[src/rtl/wav_header_parser_top_assert.svh]
// ----------------------------------------------------------------------------
// wav_header_parser_top_assert.svh
// Assertion macros used by the WAV header parser RTL.
// ----------------------------------------------------------------------------
`ifndef WAV_HEADER_PARSER_TOP_ASSERT_SVH
`define WAV_HEADER_PARSER_TOP_ASSERT_SVH

// Same-cycle implication, sampled on clock, off during reset.
`define WAVHDR_ASSERT_IMPL(label, ante, cons, msg) \
   label: assert property (@(posedge clock) disable iff (reset) (ante) |-> (cons)) \
      else $error(msg);

// Next-cycle implication, sampled on clock, off during reset.
`define WAVHDR_ASSERT_NEXT(label, ante, cons, msg) \
   label: assert property (@(posedge clock) disable iff (reset) (ante) |=> (cons)) \
      else $error(msg);

`endif

[src/rtl/wavhdr_pkg.sv]
// ----------------------------------------------------------------------------
// wavhdr_pkg
// Types, codes and constants of the WAV header parser.
// ----------------------------------------------------------------------------
package wavhdr_pkg;

   localparam logic [31:0] MIN_LENGTH = 32'd44;
   localparam logic [31:0] RESET_RATE = 32'd16000;
   localparam logic [31:0] TAG_RIFF   = 32'h52494646;
   localparam logic [31:0] TAG_WAVE   = 32'h57415645;
   localparam logic [31:0] TAG_FMT    = 32'h666D7420;
   localparam logic [31:0] TAG_DATA   = 32'h64617461;
   localparam logic [31:0] FMT_MIN_LEN = 32'd16;
   localparam logic [15:0] FMT_PCM    = 16'd1;
   localparam logic [15:0] PCM_BITS   = 16'd16;

   localparam logic [2:0] ST_OK     = 3'd0;
   localparam logic [2:0] ST_SHORT  = 3'd1;
   localparam logic [2:0] ST_MAGIC  = 3'd2;
   localparam logic [2:0] ST_FORMAT = 3'd3;
   localparam logic [2:0] ST_NODATA = 3'd4;

   typedef enum logic [4:0] {
      PH_IDLE   = 5'b00001,
      PH_MAGIC  = 5'b00010,
      PH_HEADER = 5'b00100,
      PH_FMT    = 5'b01000,
      PH_SKIP   = 5'b10000
   } phase_type;

   typedef struct packed {
      logic [7:0]  data_byte;
      logic        start_of_buffer;
      logic [31:0] buffer_length;
   } req_item_type;

   typedef struct packed {
      logic [2:0]  status;
      logic [31:0] pcm_rate;
      logic [31:0] data_offset;
      logic [30:0] sample_count;
   } rsp_item_type;

   // Byte idx of a big-endian four-character tag, idx 0 first.
   function automatic logic [7:0] tag_byte(input logic [31:0] tag, input logic [1:0] idx);
      logic [7:0] b;
      case (idx)
         2'd0:    b = tag[31:24];
         2'd1:    b = tag[23:16];
         2'd2:    b = tag[15:8];
         default: b = tag[7:0];
      endcase
      return b;
   endfunction

endpackage

[src/rtl/wav_header_parser_top.sv]
// ----------------------------------------------------------------------------
// wav_header_parser_top
// Streaming RIFF/WAVE header check, one buffer byte per transaction.
// ----------------------------------------------------------------------------
// Feed a WAV buffer one byte per transaction, with start_of_buffer and the
// buffer length on its first byte. The block takes one byte every clock
// cycle, sustained while not stalled: each byte is held in an input
// register and, once the result register is free, a single pass of
// compare and counter logic updates the parse state and, when due, loads
// the result register, which drives the rsp channel. Only a result that
// waits in the result register while rsp_ready is low stalls the input,
// and then only once the input register is full as well. At most one
// verdict comes per buffer; bytes after it, and bytes with no buffer
// started, give no transaction. csr_wr_data sets the default sample rate
// (reset 16000), taken when a buffer starts.
// ----------------------------------------------------------------------------
module wav_header_parser_top (
   input  logic        clock,
   input  logic        reset,
   // configuration
   input  logic        csr_wr_en,
   input  logic [31:0] csr_wr_data,
   // byte stream
   input  logic        req_valid,
   output logic        req_ready,
   input  logic [7:0]  req_data_byte,
   input  logic        req_start_of_buffer,
   input  logic [31:0] req_buffer_length,
   // verdict
   output logic        rsp_valid,
   input  logic        rsp_ready,
   output logic [2:0]  rsp_status,
   output logic [31:0] rsp_pcm_rate,
   output logic [31:0] rsp_data_offset,
   output logic [30:0] rsp_sample_count
);
   import wavhdr_pkg::*;

   req_item_type req_item;
   req_item_type item;
   rsp_item_type res;
   rsp_item_type rsp_item;
   logic         item_valid;
   logic         res_valid;
   logic         out_free;

   assign req_item.data_byte       = req_data_byte;
   assign req_item.start_of_buffer = req_start_of_buffer;
   assign req_item.buffer_length   = req_buffer_length;

   // input register: moves on whenever the result side can take a verdict
   wavhdr_in_stage u_in (
      .clock      (clock),
      .reset      (reset),
      .req_valid  (req_valid),
      .req_ready  (req_ready),
      .req_item   (req_item),
      .out_free   (out_free),
      .item_valid (item_valid),
      .item       (item)
   );

   // parse state machine plus default-rate register
   wavhdr_parse u_parse (
      .clock       (clock),
      .reset       (reset),
      .csr_wr_en   (csr_wr_en),
      .csr_wr_data (csr_wr_data),
      .item_valid  (item_valid),
      .item        (item),
      .res_valid   (res_valid),
      .res         (res)
   );

   // result register toward the consumer
   wavhdr_out_stage u_out (
      .clock     (clock),
      .reset     (reset),
      .res_valid (res_valid),
      .res       (res),
      .out_free  (out_free),
      .rsp_valid (rsp_valid),
      .rsp_ready (rsp_ready),
      .rsp_item  (rsp_item)
   );

   assign rsp_status       = rsp_item.status;
   assign rsp_pcm_rate     = rsp_item.pcm_rate;
   assign rsp_data_offset  = rsp_item.data_offset;
   assign rsp_sample_count = rsp_item.sample_count;

endmodule

[src/rtl/wavhdr_in_stage.sv]
// ----------------------------------------------------------------------------
// wavhdr_in_stage
// Input register of the byte stream with valid/ready flow control.
// ----------------------------------------------------------------------------
module wavhdr_in_stage (
   input  logic                      clock,
   input  logic                      reset,
   input  logic                      req_valid,
   output logic                      req_ready,
   input  wavhdr_pkg::req_item_type  req_item,
   input  logic                      out_free,
   output logic                      item_valid,
   output wavhdr_pkg::req_item_type  item
);
   import wavhdr_pkg::*;

   logic         valid_ff, valid_in;
   req_item_type item_ff;
   logic         advance;

   assign advance   = valid_ff && out_free;
   assign req_ready = !valid_ff || advance;

   always_comb begin
      valid_in = valid_ff;
      if (req_valid && req_ready) begin
         valid_in = 1'b1;
      end else if (advance) begin
         valid_in = 1'b0;
      end
   end

   always_ff @(posedge clock) begin
      if (reset) begin
         valid_ff <= 1'b0;
      end else begin
         valid_ff <= valid_in;
      end
   end

   always_ff @(posedge clock) begin
      if (req_valid && req_ready) begin
         item_ff <= req_item;
      end
   end

   assign item_valid = advance;
   assign item       = item_ff;

endmodule

[src/rtl/wavhdr_parse.sv]
// ----------------------------------------------------------------------------
// wavhdr_parse
// Parse state and per-byte next-state logic; emits at most one verdict.
// ----------------------------------------------------------------------------
`include "wav_header_parser_top_assert.svh"

module wavhdr_parse (
   input  logic                      clock,
   input  logic                      reset,
   input  logic                      csr_wr_en,
   input  logic [31:0]               csr_wr_data,
   input  logic                      item_valid,
   input  wavhdr_pkg::req_item_type  item,
   output logic                      res_valid,
   output wavhdr_pkg::rsp_item_type  res
);
   import wavhdr_pkg::*;

   logic [31:0] dflt_rate_ff;
   phase_type   phase_ff, phase_in;
   logic [31:0] pos_ff, pos_in;
   logic [31:0] len_ff, len_in;
   logic [31:0] tag_ff, tag_in;
   logic [31:0] clen_ff, clen_in;
   logic [33:0] cend_ff, cend_in;
   logic [3:0]  sub_ff, sub_in;
   logic [15:0] fmt_ff, fmt_in;
   logic [15:0] bits_ff, bits_in;
   logic [31:0] rate_ff, rate_in;

   logic [7:0]  b;
   logic        fired;
   logic [31:0] pos_inc;
   logic [31:0] rem;
   logic [31:0] dlen;
   logic [2:0]  off3;

   assign b = item.data_byte;

   always_comb begin
      phase_in  = phase_ff;
      pos_in    = pos_ff;
      len_in    = len_ff;
      tag_in    = tag_ff;
      clen_in   = clen_ff;
      cend_in   = cend_ff;
      sub_in    = sub_ff;
      fmt_in    = fmt_ff;
      bits_in   = bits_ff;
      rate_in   = rate_ff;
      res_valid = 1'b0;
      res       = '0;
      fired     = 1'b0;
      rem       = '0;
      dlen      = '0;
      off3      = sub_ff[2:0];
      pos_inc   = pos_ff + 32'd1;

      if (item_valid) begin
         if (item.start_of_buffer) begin
            pos_in   = '0;
            len_in   = item.buffer_length;
            phase_in = PH_MAGIC;
            tag_in   = '0;
            clen_in  = '0;
            sub_in   = '0;
            fmt_in   = '0;
            bits_in  = '0;
            rate_in  = dflt_rate_ff;
            if (item.buffer_length < MIN_LENGTH) begin
               phase_in   = PH_IDLE;
               res_valid  = 1'b1;
               res.status = ST_SHORT;
               fired      = 1'b1;
            end
         end
         // position of the byte after this one
         pos_inc = pos_in + 32'd1;

         if (!fired && phase_in != PH_IDLE) begin
            if (phase_in == PH_MAGIC) begin
               if (pos_in[31:2] == 30'd0 && b != tag_byte(TAG_RIFF, pos_in[1:0])) begin
                  fired = 1'b1;
               end else if (pos_in[31:2] == 30'd2 && b != tag_byte(TAG_WAVE, pos_in[1:0])) begin
                  fired = 1'b1;
               end else if (pos_in >= 32'd11) begin
                  phase_in = PH_HEADER;
                  sub_in   = '0;
               end
               if (fired) begin
                  phase_in   = PH_IDLE;
                  res_valid  = 1'b1;
                  res.status = ST_MAGIC;
               end
            end else begin
               // chunk body done: this byte opens the next chunk header
               if ((phase_in == PH_FMT || phase_in == PH_SKIP) && {2'b00, pos_in} >= cend_ff) begin
                  phase_in = PH_HEADER;
                  sub_in   = '0;
               end
               if (phase_in == PH_HEADER) begin
                  off3 = sub_in[2:0];
                  if (off3 == 3'd0) begin
                     tag_in  = '0;
                     clen_in = '0;
                  end
                  if (!off3[2]) begin
                     tag_in = {tag_in[23:0], b};
                  end else begin
                     case (off3[1:0])
                        2'd0:    clen_in[7:0]   = b;
                        2'd1:    clen_in[15:8]  = b;
                        2'd2:    clen_in[23:16] = b;
                        default: clen_in[31:24] = b;
                     endcase
                  end
                  sub_in  = sub_in + 4'd1;
                  cend_in = {2'b00, pos_inc} + {2'b00, clen_in} + {33'd0, clen_in[0]};
                  if (off3 == 3'd7) begin
                     if (tag_in == TAG_FMT && clen_in >= FMT_MIN_LEN) begin
                        phase_in = PH_FMT;
                        sub_in   = '0;
                     end else if (tag_in == TAG_DATA) begin
                        // payload starts right after this byte; clamp to buffer
                        rem       = len_in - pos_inc;
                        dlen      = (clen_in > rem) ? rem : clen_in;
                        phase_in  = PH_IDLE;
                        res_valid = 1'b1;
                        fired     = 1'b1;
                        if (dlen[31:1] == 31'd0) begin
                           res.status = ST_NODATA;
                        end else begin
                           res.status       = ST_OK;
                           res.pcm_rate     = rate_in;
                           res.data_offset  = pos_inc;
                           res.sample_count = dlen[31:1];
                        end
                     end else begin
                        phase_in = PH_SKIP;
                     end
                  end
               end else if (phase_in == PH_FMT) begin
                  case (sub_in)
                     4'd0:    fmt_in = {8'd0, b};
                     4'd1:    fmt_in[15:8] = b;
                     4'd4:    rate_in = {24'd0, b};
                     4'd5:    rate_in[15:8] = b;
                     4'd6:    rate_in[23:16] = b;
                     4'd7:    rate_in[31:24] = b;
                     4'd14:   bits_in = {8'd0, b};
                     4'd15:   bits_in[15:8] = b;
                     default: fmt_in = fmt_in;
                  endcase
                  if (sub_in == 4'd15) begin
                     if (fmt_in != FMT_PCM || bits_in != PCM_BITS) begin
                        phase_in   = PH_IDLE;
                        res_valid  = 1'b1;
                        res.status = ST_FORMAT;
                        fired      = 1'b1;
                     end else begin
                        phase_in = PH_SKIP;
                     end
                  end
                  sub_in = sub_in + 4'd1;
               end
            end

            // last byte of the buffer without a verdict
            if (!fired) begin
               if (pos_inc == len_in) begin
                  phase_in   = PH_IDLE;
                  res_valid  = 1'b1;
                  res.status = ST_NODATA;
               end else begin
                  pos_in = pos_inc;
               end
            end
         end
      end
   end

   always_ff @(posedge clock) begin
      if (reset) begin
         dflt_rate_ff <= RESET_RATE;
         phase_ff     <= PH_IDLE;
         pos_ff       <= '0;
         len_ff       <= '0;
         tag_ff       <= '0;
         clen_ff      <= '0;
         cend_ff      <= 34'd12;
         sub_ff       <= '0;
         fmt_ff       <= '0;
         bits_ff      <= '0;
         rate_ff      <= RESET_RATE;
      end else begin
         if (csr_wr_en) begin
            dflt_rate_ff <= csr_wr_data;
         end
         phase_ff <= phase_in;
         pos_ff   <= pos_in;
         len_ff   <= len_in;
         tag_ff   <= tag_in;
         clen_ff  <= clen_in;
         cend_ff  <= cend_in;
         sub_ff   <= sub_in;
         fmt_ff   <= fmt_in;
         bits_ff  <= bits_in;
         rate_ff  <= rate_in;
      end
   end

   `WAVHDR_ASSERT_IMPL(a_fail_fields_zero, res_valid && res.status != ST_OK, res.pcm_rate == 32'd0 && res.data_offset == 32'd0 && res.sample_count == 31'd0, "failed verdict carries data")
   `WAVHDR_ASSERT_IMPL(a_pos_in_buffer, phase_ff != PH_IDLE, pos_ff < len_ff, "byte position past buffer end")
   `WAVHDR_ASSERT_IMPL(a_idle_silent, item_valid && !item.start_of_buffer && phase_ff == PH_IDLE, !res_valid, "verdict while idle")
   `WAVHDR_ASSERT_NEXT(a_verdict_idles, res_valid, phase_ff == PH_IDLE, "parse not idle after verdict")
   `WAVHDR_ASSERT_IMPL(a_ok_nonempty, res_valid && res.status == ST_OK, res.sample_count != 31'd0, "ok verdict with no samples")

endmodule

[src/rtl/wavhdr_out_stage.sv]
// ----------------------------------------------------------------------------
// wavhdr_out_stage
// Result register holding one verdict until the consumer takes it.
// ----------------------------------------------------------------------------
module wavhdr_out_stage (
   input  logic                      clock,
   input  logic                      reset,
   input  logic                      res_valid,
   input  wavhdr_pkg::rsp_item_type  res,
   output logic                      out_free,
   output logic                      rsp_valid,
   input  logic                      rsp_ready,
   output wavhdr_pkg::rsp_item_type  rsp_item
);
   import wavhdr_pkg::*;

   logic         valid_ff, valid_in;
   rsp_item_type item_ff;

   assign out_free = !valid_ff || rsp_ready;

   always_comb begin
      valid_in = valid_ff;
      if (res_valid) begin
         valid_in = 1'b1;
      end else if (rsp_ready) begin
         valid_in = 1'b0;
      end
   end

   always_ff @(posedge clock) begin
      if (reset) begin
         valid_ff <= 1'b0;
      end else begin
         valid_ff <= valid_in;
      end
   end

   always_ff @(posedge clock) begin
      if (res_valid) begin
         item_ff <= res;
      end
   end

   assign rsp_valid = valid_ff;
   assign rsp_item  = item_ff;

endmodule

[config.mk]
export PLATFORM = sky130hd
export DESIGN_NAME = wav_header_parser_top
export DESIGN_NICKNAME = d
export VERILOG_FILES = /design/src/rtl/wavhdr_pkg.sv /design/src/rtl/wav_header_parser_top.sv /design/src/rtl/wavhdr_in_stage.sv /design/src/rtl/wavhdr_parse.sv /design/src/rtl/wavhdr_out_stage.sv
export VERILOG_INCLUDE_DIRS = /design/src /design/src/rtl
export SDC_FILE = /design/constraint.sdc
export NUM_CORES = 1
export LEC_CHECK = 0
export BUFFER_PORTS_ARGS = -buffer_cell sky130_fd_sc_hd__buf_2
export CORE_UTILIZATION = 60
export CTS_BUF_LIST = sky130_fd_sc_hd__clkbuf_16
export DETAILED_ROUTE_END_ITERATION = 10
export PLACE_DENSITY = 0.79
export SYNTH_ARGS = -nofsm -noshare
export SYNTH_HDL_FRONTEND = slang
export SYNTH_SLANG_ARGS = --single-unit
[constraint.sdc]
create_clock -name clock -period 27 [get_ports clock]
set_clock_uncertainty 0.1 [all_clocks]
set_input_delay 4.05 -clock clock [delete_from_list [all_inputs] [get_ports clock]]
set_output_delay 4.05 -clock clock [all_outputs]
set_load 0.1 [all_outputs]
==> Implementation_results.wiki, run 1 <==
{| class="wikitable"
! Metric !! Value
|-
| Num CTS Buffers || 44
|-
| Vias after detailed routing || 23.4k
|-
| Maximum capacitance violations || 0
|-
| Met1 global-route usage || 53.1%
|-
| Cell type with the largest total area after synthesis || sky130_fd_sc_hd__dfxtp_1
|-
| Post-route ant nets || 0
|-
| Clock network latency to the later pin of the worst-skew pair || 0.61 ns
|-
| Async set-or-reset flop fraction in the synthesized netlist || 0%
|-
| Chip width || 205 µm
|-
| Flip-flop cell with the highest count after synthesis || sky130_fd_sc_hd__dfxtp_1
|-
| Sequential share of power || 44.2%
|-
| Worst-case clock buffer depth || 3
|-
| Data required time at the worst endpoint || 27.21 ns
|-
| Number of port buffers || 177
|-
| Run status || finished, final reports clean
|-
| Part of the total power dissipated in the clock network || 44.1%
|-
| Crit path time final || 10.96 ns
|-
| Routed length per instance || 24.1 µm
|-
| Worst-case reg-to-reg path depth || 36
|-
| Top cells by area, synth || sky130_fd_sc_hd__dfxtp_1 (22%), sky130_fd_sc_hd__edfxtp_1 (17%), sky130_fd_sc_hd__ha_1 (6.8%)
|-
| Delay of the slowest critical-path stage || 0.87 ns
|-
| Total negative slack || 0 ns
|-
| Diodes inserted || 0
|-
| First-pass GRT wire length || 126,000 µm
|-
| GR Layer Usage met2 || 61.6%
|-
| Placer's final routability congestion estimate || 1.04
|-
| Kind of critical path || flip-flop to flip-flop
|-
| Endpoint arrival time on the critical path || 11.17 ns
|-
| Share of cells above drive strength 1 || 12.6%
|-
| Area of the core || 40,700 µm²
|-
| Most repeated library cell on the critical path || sky130_fd_sc_hd__and3_1
|-
| Slowest stage cell on the critical path || sky130_fd_sc_hd__nor2_8
|-
| Transition at the pin with the smallest max-transition slack || 1.17 ns
|-
| Crit path max fanout || 64
|-
| Fin Hold WS || 0.354 ns
|-
| Leak || 0.0109 µW
|-
| Synth-to-Final Area Change || 11.1%
|-
| Crit share post-route || 40.6%
|-
| Largest net degree at the start of global routing || 102
|-
| Final max-slew violation count || 0
|-
| Post-synthesis cell count || 2,817
|-
| Power density relative to cell area || 53.7 nW/µm²
|-
| Critical register-to-register path endpoint || u_out.rsp_item[69]$_SDFFCE_PP0P_
|-
| Beginning of the worst register-to-register path || u_in.item[32]$_DFFE_PP_
|-
| Site Rows || 74
|-
| Smallest setup slack after layout || 16.04 ns
|-
| Switching power as a share of total power || 26.3%
|-
| Yosys synthesis warning count || 0
|-
| Full die area || 42,100 µm²
|-
| Final number of setup-violating endpoints || 0
|-
| CP endpoint kind || flip-flop
|-
| Global-route met3 utilization || 6.55%
|-
| Total Nets Final || 3,124
|-
| Setup repair after global routing missed its margin || false
|-
| Seq/Total Area, Yosys || 38.6%
|-
| Library cells used by synthesis || 90
|-
| Number of storage elements in the synthesis netlist || 408
|-
| Level count of the clock H-tree || 2
|-
| Post-synthesis net count || 3,032
|-
| DRT Wirelength || 83,900 µm
|-
| Resized cells post-CTS || 0
|-
| Number of setup buffers added after CTS || 0
|-
| Post-synthesis instance area || 24,800 µm²
|-
| Combinational cell fraction of total power || 11.6%
|-
| Dominant cell by count in the synthesized netlist || sky130_fd_sc_hd__nor2_1
|-
| HP Class || flip-flop to flip-flop
|-
| Via count of the first global-routing pass || 21.7k
|-
| Quantity of hold-fixing buffers added after cts || 0
|-
| Proportion of netlist area held by the largest area contributor || 21.7%
|-
| Grt total ovfl || 0
|-
| End point of the critical path || u_out.rsp_item[69]$_SDFFCE_PP0P_
|-
| Relative slew slack || 21.5%
|-
| Busiest grt layer || met2
|-
| Mean instance size in the synthesized netlist || 8.79 µm²
|-
| Peak supply drop || 0.0736 mV
|-
| 1st-iter DRT viols || 2,995
|-
| Critical path startpoint category || flip-flop
|-
| Number of optimization iterations in the first detailed-route pass || 6
|-
| Height of the die || 205 µm
|-
| Max Clk Rate || 91.3 MHz
|-
| Worst setup slack after placement || 16.36 ns
|-
| Global Route Usage Sum || 39.1%
|-
| Vias per cell || 6.72
|-
| Launch point of the worst path || u_in.item[32]$_DFFE_PP_
|-
| Clock-pin slew of the registers on the worst-case setup and hold paths || 0.06 ns
|-
| Internal Dissipation || 1090 µW
|-
| Number of DRC violations after detailed routing || 0
|-
| Initial antenna violation count || 1
|-
| CTS Sinks || 408
|-
| Initial core utilization || 60.8%
|-
| Number of enable flip-flop cells after synthesis || 139
|-
| CTS Root Cell || sky130_fd_sc_hd__clkbuf_16
|-
| Number of hold-slack violations in the final timing report || 0
|-
| Flop-to-flop setup slack || 16.04 ns
|-
| Clock tree from TritonCTS || done
|-
| Final design utilization || 67.5%
|-
| Cell types with the highest counts after synthesis || sky130_fd_sc_hd__nor2_1 (356), sky130_fd_sc_hd__dfxtp_1 (269), sky130_fd_sc_hd__nand2_1 (209)
|-
| Psw || 388 µW
|-
| Post-detailed-placement half-perimeter wirelength || 60,800 µm
|-
| I/O pin count || 178
|}
[how the worst min path moves through the flow]
stage | from | endpoint | slack (ns) | depth (start not counted)
6_report | u_parse.len_ff[4]$_SDFFE_PP0P_ | u_parse.len_ff[4]$_SDFFE_PP0P_ | 0.35 | 2
5_1_grt | u_parse.len_ff[4]$_SDFFE_PP0P_ | u_parse.len_ff[4]$_SDFFE_PP0P_ | 0.37 | 2
4_1_cts | u_parse.len_ff[4]$_SDFFE_PP0P_ | u_parse.len_ff[4]$_SDFFE_PP0P_ | 0.35 | 2
3_5_place_dp | u_parse.len_ff[4]$_SDFFE_PP0P_ | u_parse.len_ff[4]$_SDFFE_PP0P_ | 0.34 | 2
3_3_place_gp | u_parse.len_ff[27]$_SDFFE_PP0P_ | u_parse.len_ff[27]$_SDFFE_PP0P_ | 0.34 | 2
2_1_floorplan | u_parse.len_ff[10]$_SDFFE_PP0P_ | u_parse.len_ff[10]$_SDFFE_PP0P_ | 0.33 | 2
[placed cells by master (no fill, tap or decap), types with 83 or more instances in the layout]
cell type	Yosys	layout
sky130_fd_sc_hd__o21ai_0	84	83
sky130_fd_sc_hd__buf_2	10	176
sky130_fd_sc_hd__nor3_1	117	114
sky130_fd_sc_hd__ha_1	135	135
sky130_fd_sc_hd__a22oi_1	94	94
sky130_fd_sc_hd__nor2_1	356	355
sky130_fd_sc_hd__dfxtp_1	269	269
sky130_fd_sc_hd__edfxtp_1	139	139
sky130_fd_sc_hd__nand2_1	209	209
sky130_fd_sc_hd__inv_1	102	109
sky130_fd_sc_hd__a21oi_1	155	155
[final cells by class]
cell class	count	area, µm²
Multi-Input combinational cell	2132	14100
Timing Repair Buffer	218	1200
Tap cell	532	666
Inverter	105	394
Clock inverter	35	399
Sequential cell	408	9560
Clock buffer	46	1150
Fill cell	3299	13200
[cells by family after synthesis]
family,count (synthesis),synth area share (%)
xor+xnor,119,4.24
fa+ha+maj,138,7.02
simple gates,1072,21.5
buf+inv,277,4.49
flops,408,38.6
compound gates,693,19.5
mux,110,4.65
[metrics by stage]
| step | power (µW) | instances | cell area [µm²] |
|---|---|---|---|
| 6_report | 1480 | 3476 | 27500 |
| 5_1_grt | 1510 | 3476 | 27500 |
| 4_1_cts | 1470 | 3476 | 27500 |
| 3_5_place_dp | 832 | 3395 | 26000 |
| 3_3_place_gp | 828 | 3395 | 26000 |
| 2_1_floorplan | 785 | 2817 | 24800 |
[power groups by stage]
stage | Combinational, µW | Sequential, µW | Clock, µW
global placement | 162 | 666 | 0
detailed placement | 166 | 666 | 0
CTS | 167 | 653 | 655
finish | 172 | 653 | 652
floorplan | 116 | 670 | 0
global route | 184 | 654 | 676
[state kept, by name, indices dropped and copies added (netlist names)]
| register | cells |
|---|---|
| u_parse.clen_ff | 32 |
| u_in.item | 41 |
| u_parse.pos_ff | 32 |
| u_parse.phase_ff | 5 |
| u_parse.cend_ff | 34 |
| u_parse.len_ff | 32 |
| u_parse.rate_ff | 32 |
| u_parse.sub_ff | 4 |
| u_parse.bits_ff | 16 |
| u_parse.fmt_ff | 16 |
| u_out.rsp_item | 98 |
| u_out.rsp_valid | 1 |
| u_parse.dflt_rate_ff | 32 |
| u_parse.tag_ff | 32 |
| u_in.valid_ff | 1 |
[critical path: cells and delay by family (launching register included)]
family | cells | cell delay [ns]
adders and majority gates | 3 | 0.89
xor gates and xnor gates | 2 | 0.42
AOI/OAI and AO/OA | 8 | 2.48
buffers and inverters | 6 | 1.59
DFF | 1 | 0.35
and+or+nand+nor | 17 | 4.74
[per-layer routing]
layer / vias up / share of wire (%)
met5: - / 0
li1: 10600 / -
met4: 0 / 4.0
met2: 1311 / 45
met1: 11200 / 42
met3: 226 / 9.4
Note: power is estimated with default switching activity, not from simulation.
==> run 2, diff against run 1 <==
- CORE_UTILIZATION: 60 -> 56
- PLACE_DENSITY: 0.79 -> 0.78
- clock period: 27 -> 10 ns (I/O delays scaled with it)
==> run 2 against run 1 <==
Against the previous run:
- final cell count increased by 3.7%
- setup slack worse by 15 ns
- clock power increased to 2.5 times the previous value
- largest power group unchanged
- global-route usage shrank 1.3 points
- first-iteration DRC count fell by 6.5%
- final area is 2.0% higher
==> Implementation_results.wiki, run 2 (synthesized netlist as in run 1, its figures left out) <==
{| class="wikitable"
! Metric !! Value
|-
| Share of cells above drive strength 1 || 14.4%
|-
| Most repeated library cell on the critical path || sky130_fd_sc_hd__and3_1
|-
| Crit path time final || 9.37 ns
|-
| Setup repair after global routing missed its margin || false
|-
| Total Nets Final || 3,196
|-
| Full die area || 45,100 µm²
|-
| Num CTS Buffers || 44
|-
| Level count of the clock H-tree || 2
|-
| Resized cells post-CTS || 0
|-
| First-pass GRT wire length || 130,000 µm
|-
| Number of optimization iterations in the first detailed-route pass || 6
|-
| Worst-case clock buffer depth || 3
|-
| Kind of critical path || flip-flop to flip-flop
|-
| Max Clk Rate || 107 MHz
|-
| 1st-iter DRT viols || 2,801
|-
| Critical path buffers and inverters || 6
|-
| Post-route ant nets || 0
|-
| Hold-critical path depth || 2
|-
| Final standard cell count with taps included and fillers excluded || 3,605
|-
| Number of port buffers || 177
|-
| Grt total ovfl || 0
|-
| Worst-case reg-to-reg path depth || 35
|-
| DRT Wirelength || 86,900 µm
|-
| Fin Hold WS || 0.354 ns
|-
| Initial core utilization || 57.1%
|-
| HP Class || flip-flop to flip-flop
|-
| Final max-slew violation count || 0
|-
| Initial antenna violation count || 3
|-
| Post-layout power || 3880 µW
|-
| Global Route Usage Sum || 37.8%
|-
| Run status || finished, final reports clean
|-
| Total negative slack || 0 ns
|-
| Area of the core || 43,400 µm²
|-
| Slowest stage cell on the critical path || sky130_fd_sc_hd__nor4_1
|-
| Data required time at the worst endpoint || 10.20 ns
|-
| CTS Root Cell || sky130_fd_sc_hd__clkbuf_16
|-
| Largest register FFs || 98
|-
| Endpoint arrival time on the critical path || 9.57 ns
|-
| Largest net degree at the start of global routing || 95
|-
| Number of DRC violations after detailed routing || 0
|-
| Most frequent standard cell in the layout excluding fill and tap cells || sky130_fd_sc_hd__nor2_1
|-
| Relative slew slack || 19.4%
|-
| Most used cells in the layout excluding fill and tap cells || sky130_fd_sc_hd__nor2_1 (355), sky130_fd_sc_hd__dfxtp_1 (269), sky130_fd_sc_hd__nand2_1 (209), sky130_fd_sc_hd__buf_2 (176), sky130_fd_sc_hd__a21oi_1 (155)
|-
| Chip width || 212 µm
|-
| Delay of the slowest critical-path stage || 0.57 ns
|-
| Transition at the pin with the smallest max-transition slack || 1.20 ns
|-
| Crit path max fanout || 32
|-
| Placer's final routability congestion estimate || 0.996
|-
| Design area || 28,100 µm²
|-
| # placed instances || 3,520
|-
| Crit share post-route || 93.7%
|-
| Site Rows || 76
|-
| CTS Sinks || 408
|-
| Clock-pin slew of the registers on the worst-case setup and hold paths || 0.06 ns
|-
| Via count of the first global-routing pass || 22.3k
|-
| CP endpoint kind || flip-flop
|-
| Routed length per instance || 24.1 µm
|-
| Cell type group with the largest total delay on the critical path || simple AND/OR/NAND/NOR gates
|-
| Final number of setup-violating endpoints || 0
|-
| Vias per cell || 6.61
|-
| Height of the die || 212 µm
|-
| Post-detailed-placement half-perimeter wirelength || 63,400 µm
|-
| Number of hold-slack violations in the final timing report || 0
|-
| I/O pin count || 178
|-
| Vias after detailed routing || 23.8k
|-
| Peak supply drop || 0.144 mV
|-
| Area after detailed placement || 26,600 µm²
|-
| Synth-to-Final Area Change || 13.3%
|-
| Clock tree from TritonCTS || done
|-
| Number of setup buffers added after CTS || 0
|-
| Power density relative to cell area || 138 nW/µm²
|-
| Clock network latency to the later pin of the worst-skew pair || 0.62 ns
|-
| Critical Path Stages || 35
|-
| Critical path startpoint category || flip-flop
|-
| # fillers || 3,718
|-
| Quantity of hold-fixing buffers added after cts || 0
|-
| Maximum capacitance violations || 0
|-
| Leak || 0.0112 µW
|}
==> run 2: area by class of cell <==
class                   count  area [µm²]  share of cell area [%]
multi-input cells        2132       14100                    50.4
flip-flops and latches    408        9560                    34.1
repair buffers            290        1790                    6.38
clock buffers              45        1130                    4.01
well taps                 585         732                    2.61
inverters                 105         394                    1.40
clock inverters            36         305                    1.09
diodes                      4        10.0                  0.0357
==> run 2: metrics by stage <==
step | utilization, % | worst slack, ns
finish | 64.7 | 0.634
global route | 64.7 | 0.0819
CTS | 64.7 | 0.855
detailed placement | 61.4 | 0.916
global placement | 61.4 | 1.15
floorplan | - | 0.777
==> run 2: power by group <==
group | total (µW) | internal [µW] | switching [µW]
logic | 477 | 159 | 318
registers | 1760 | 1740 | 19.4
clock network | 1640 | 928 | 713
==> run 2: routing by layer <==
layer  GRT usage, %  wire, µm
met2           59.5     39100
met1           51.1     36100
met5              0         8
met4           15.4      3750
met3           7.03      7900
==> run 2: worst paths after layout <==
check                                                startpoint                               end  slack (ns)
worst max-delay path                    u_in.item[32]$_DFFE_PP_  u_out.rsp_item[39]$_SDFFCE_PP0P_        0.63
worst max register to register          u_in.item[32]$_DFFE_PP_  u_out.rsp_item[39]$_SDFFCE_PP0P_        0.63
worst min register to register  u_parse.len_ff[10]$_SDFFE_PP0P_   u_parse.len_ff[10]$_SDFFE_PP0P_        0.35
worst min-delay path            u_parse.len_ff[10]$_SDFFE_PP0P_   u_parse.len_ff[10]$_SDFFE_PP0P_        0.35
==> run 2: worst register-to-register path: cells and delay by family (launching register included) <==
family	cells	cell delay (ns)
simple gates	16	3.71
flops	1	0.44
compound gates	8	2.23
buf+inv	6	1.17
fa+ha+maj	3	0.93
xor+xnor	2	0.48
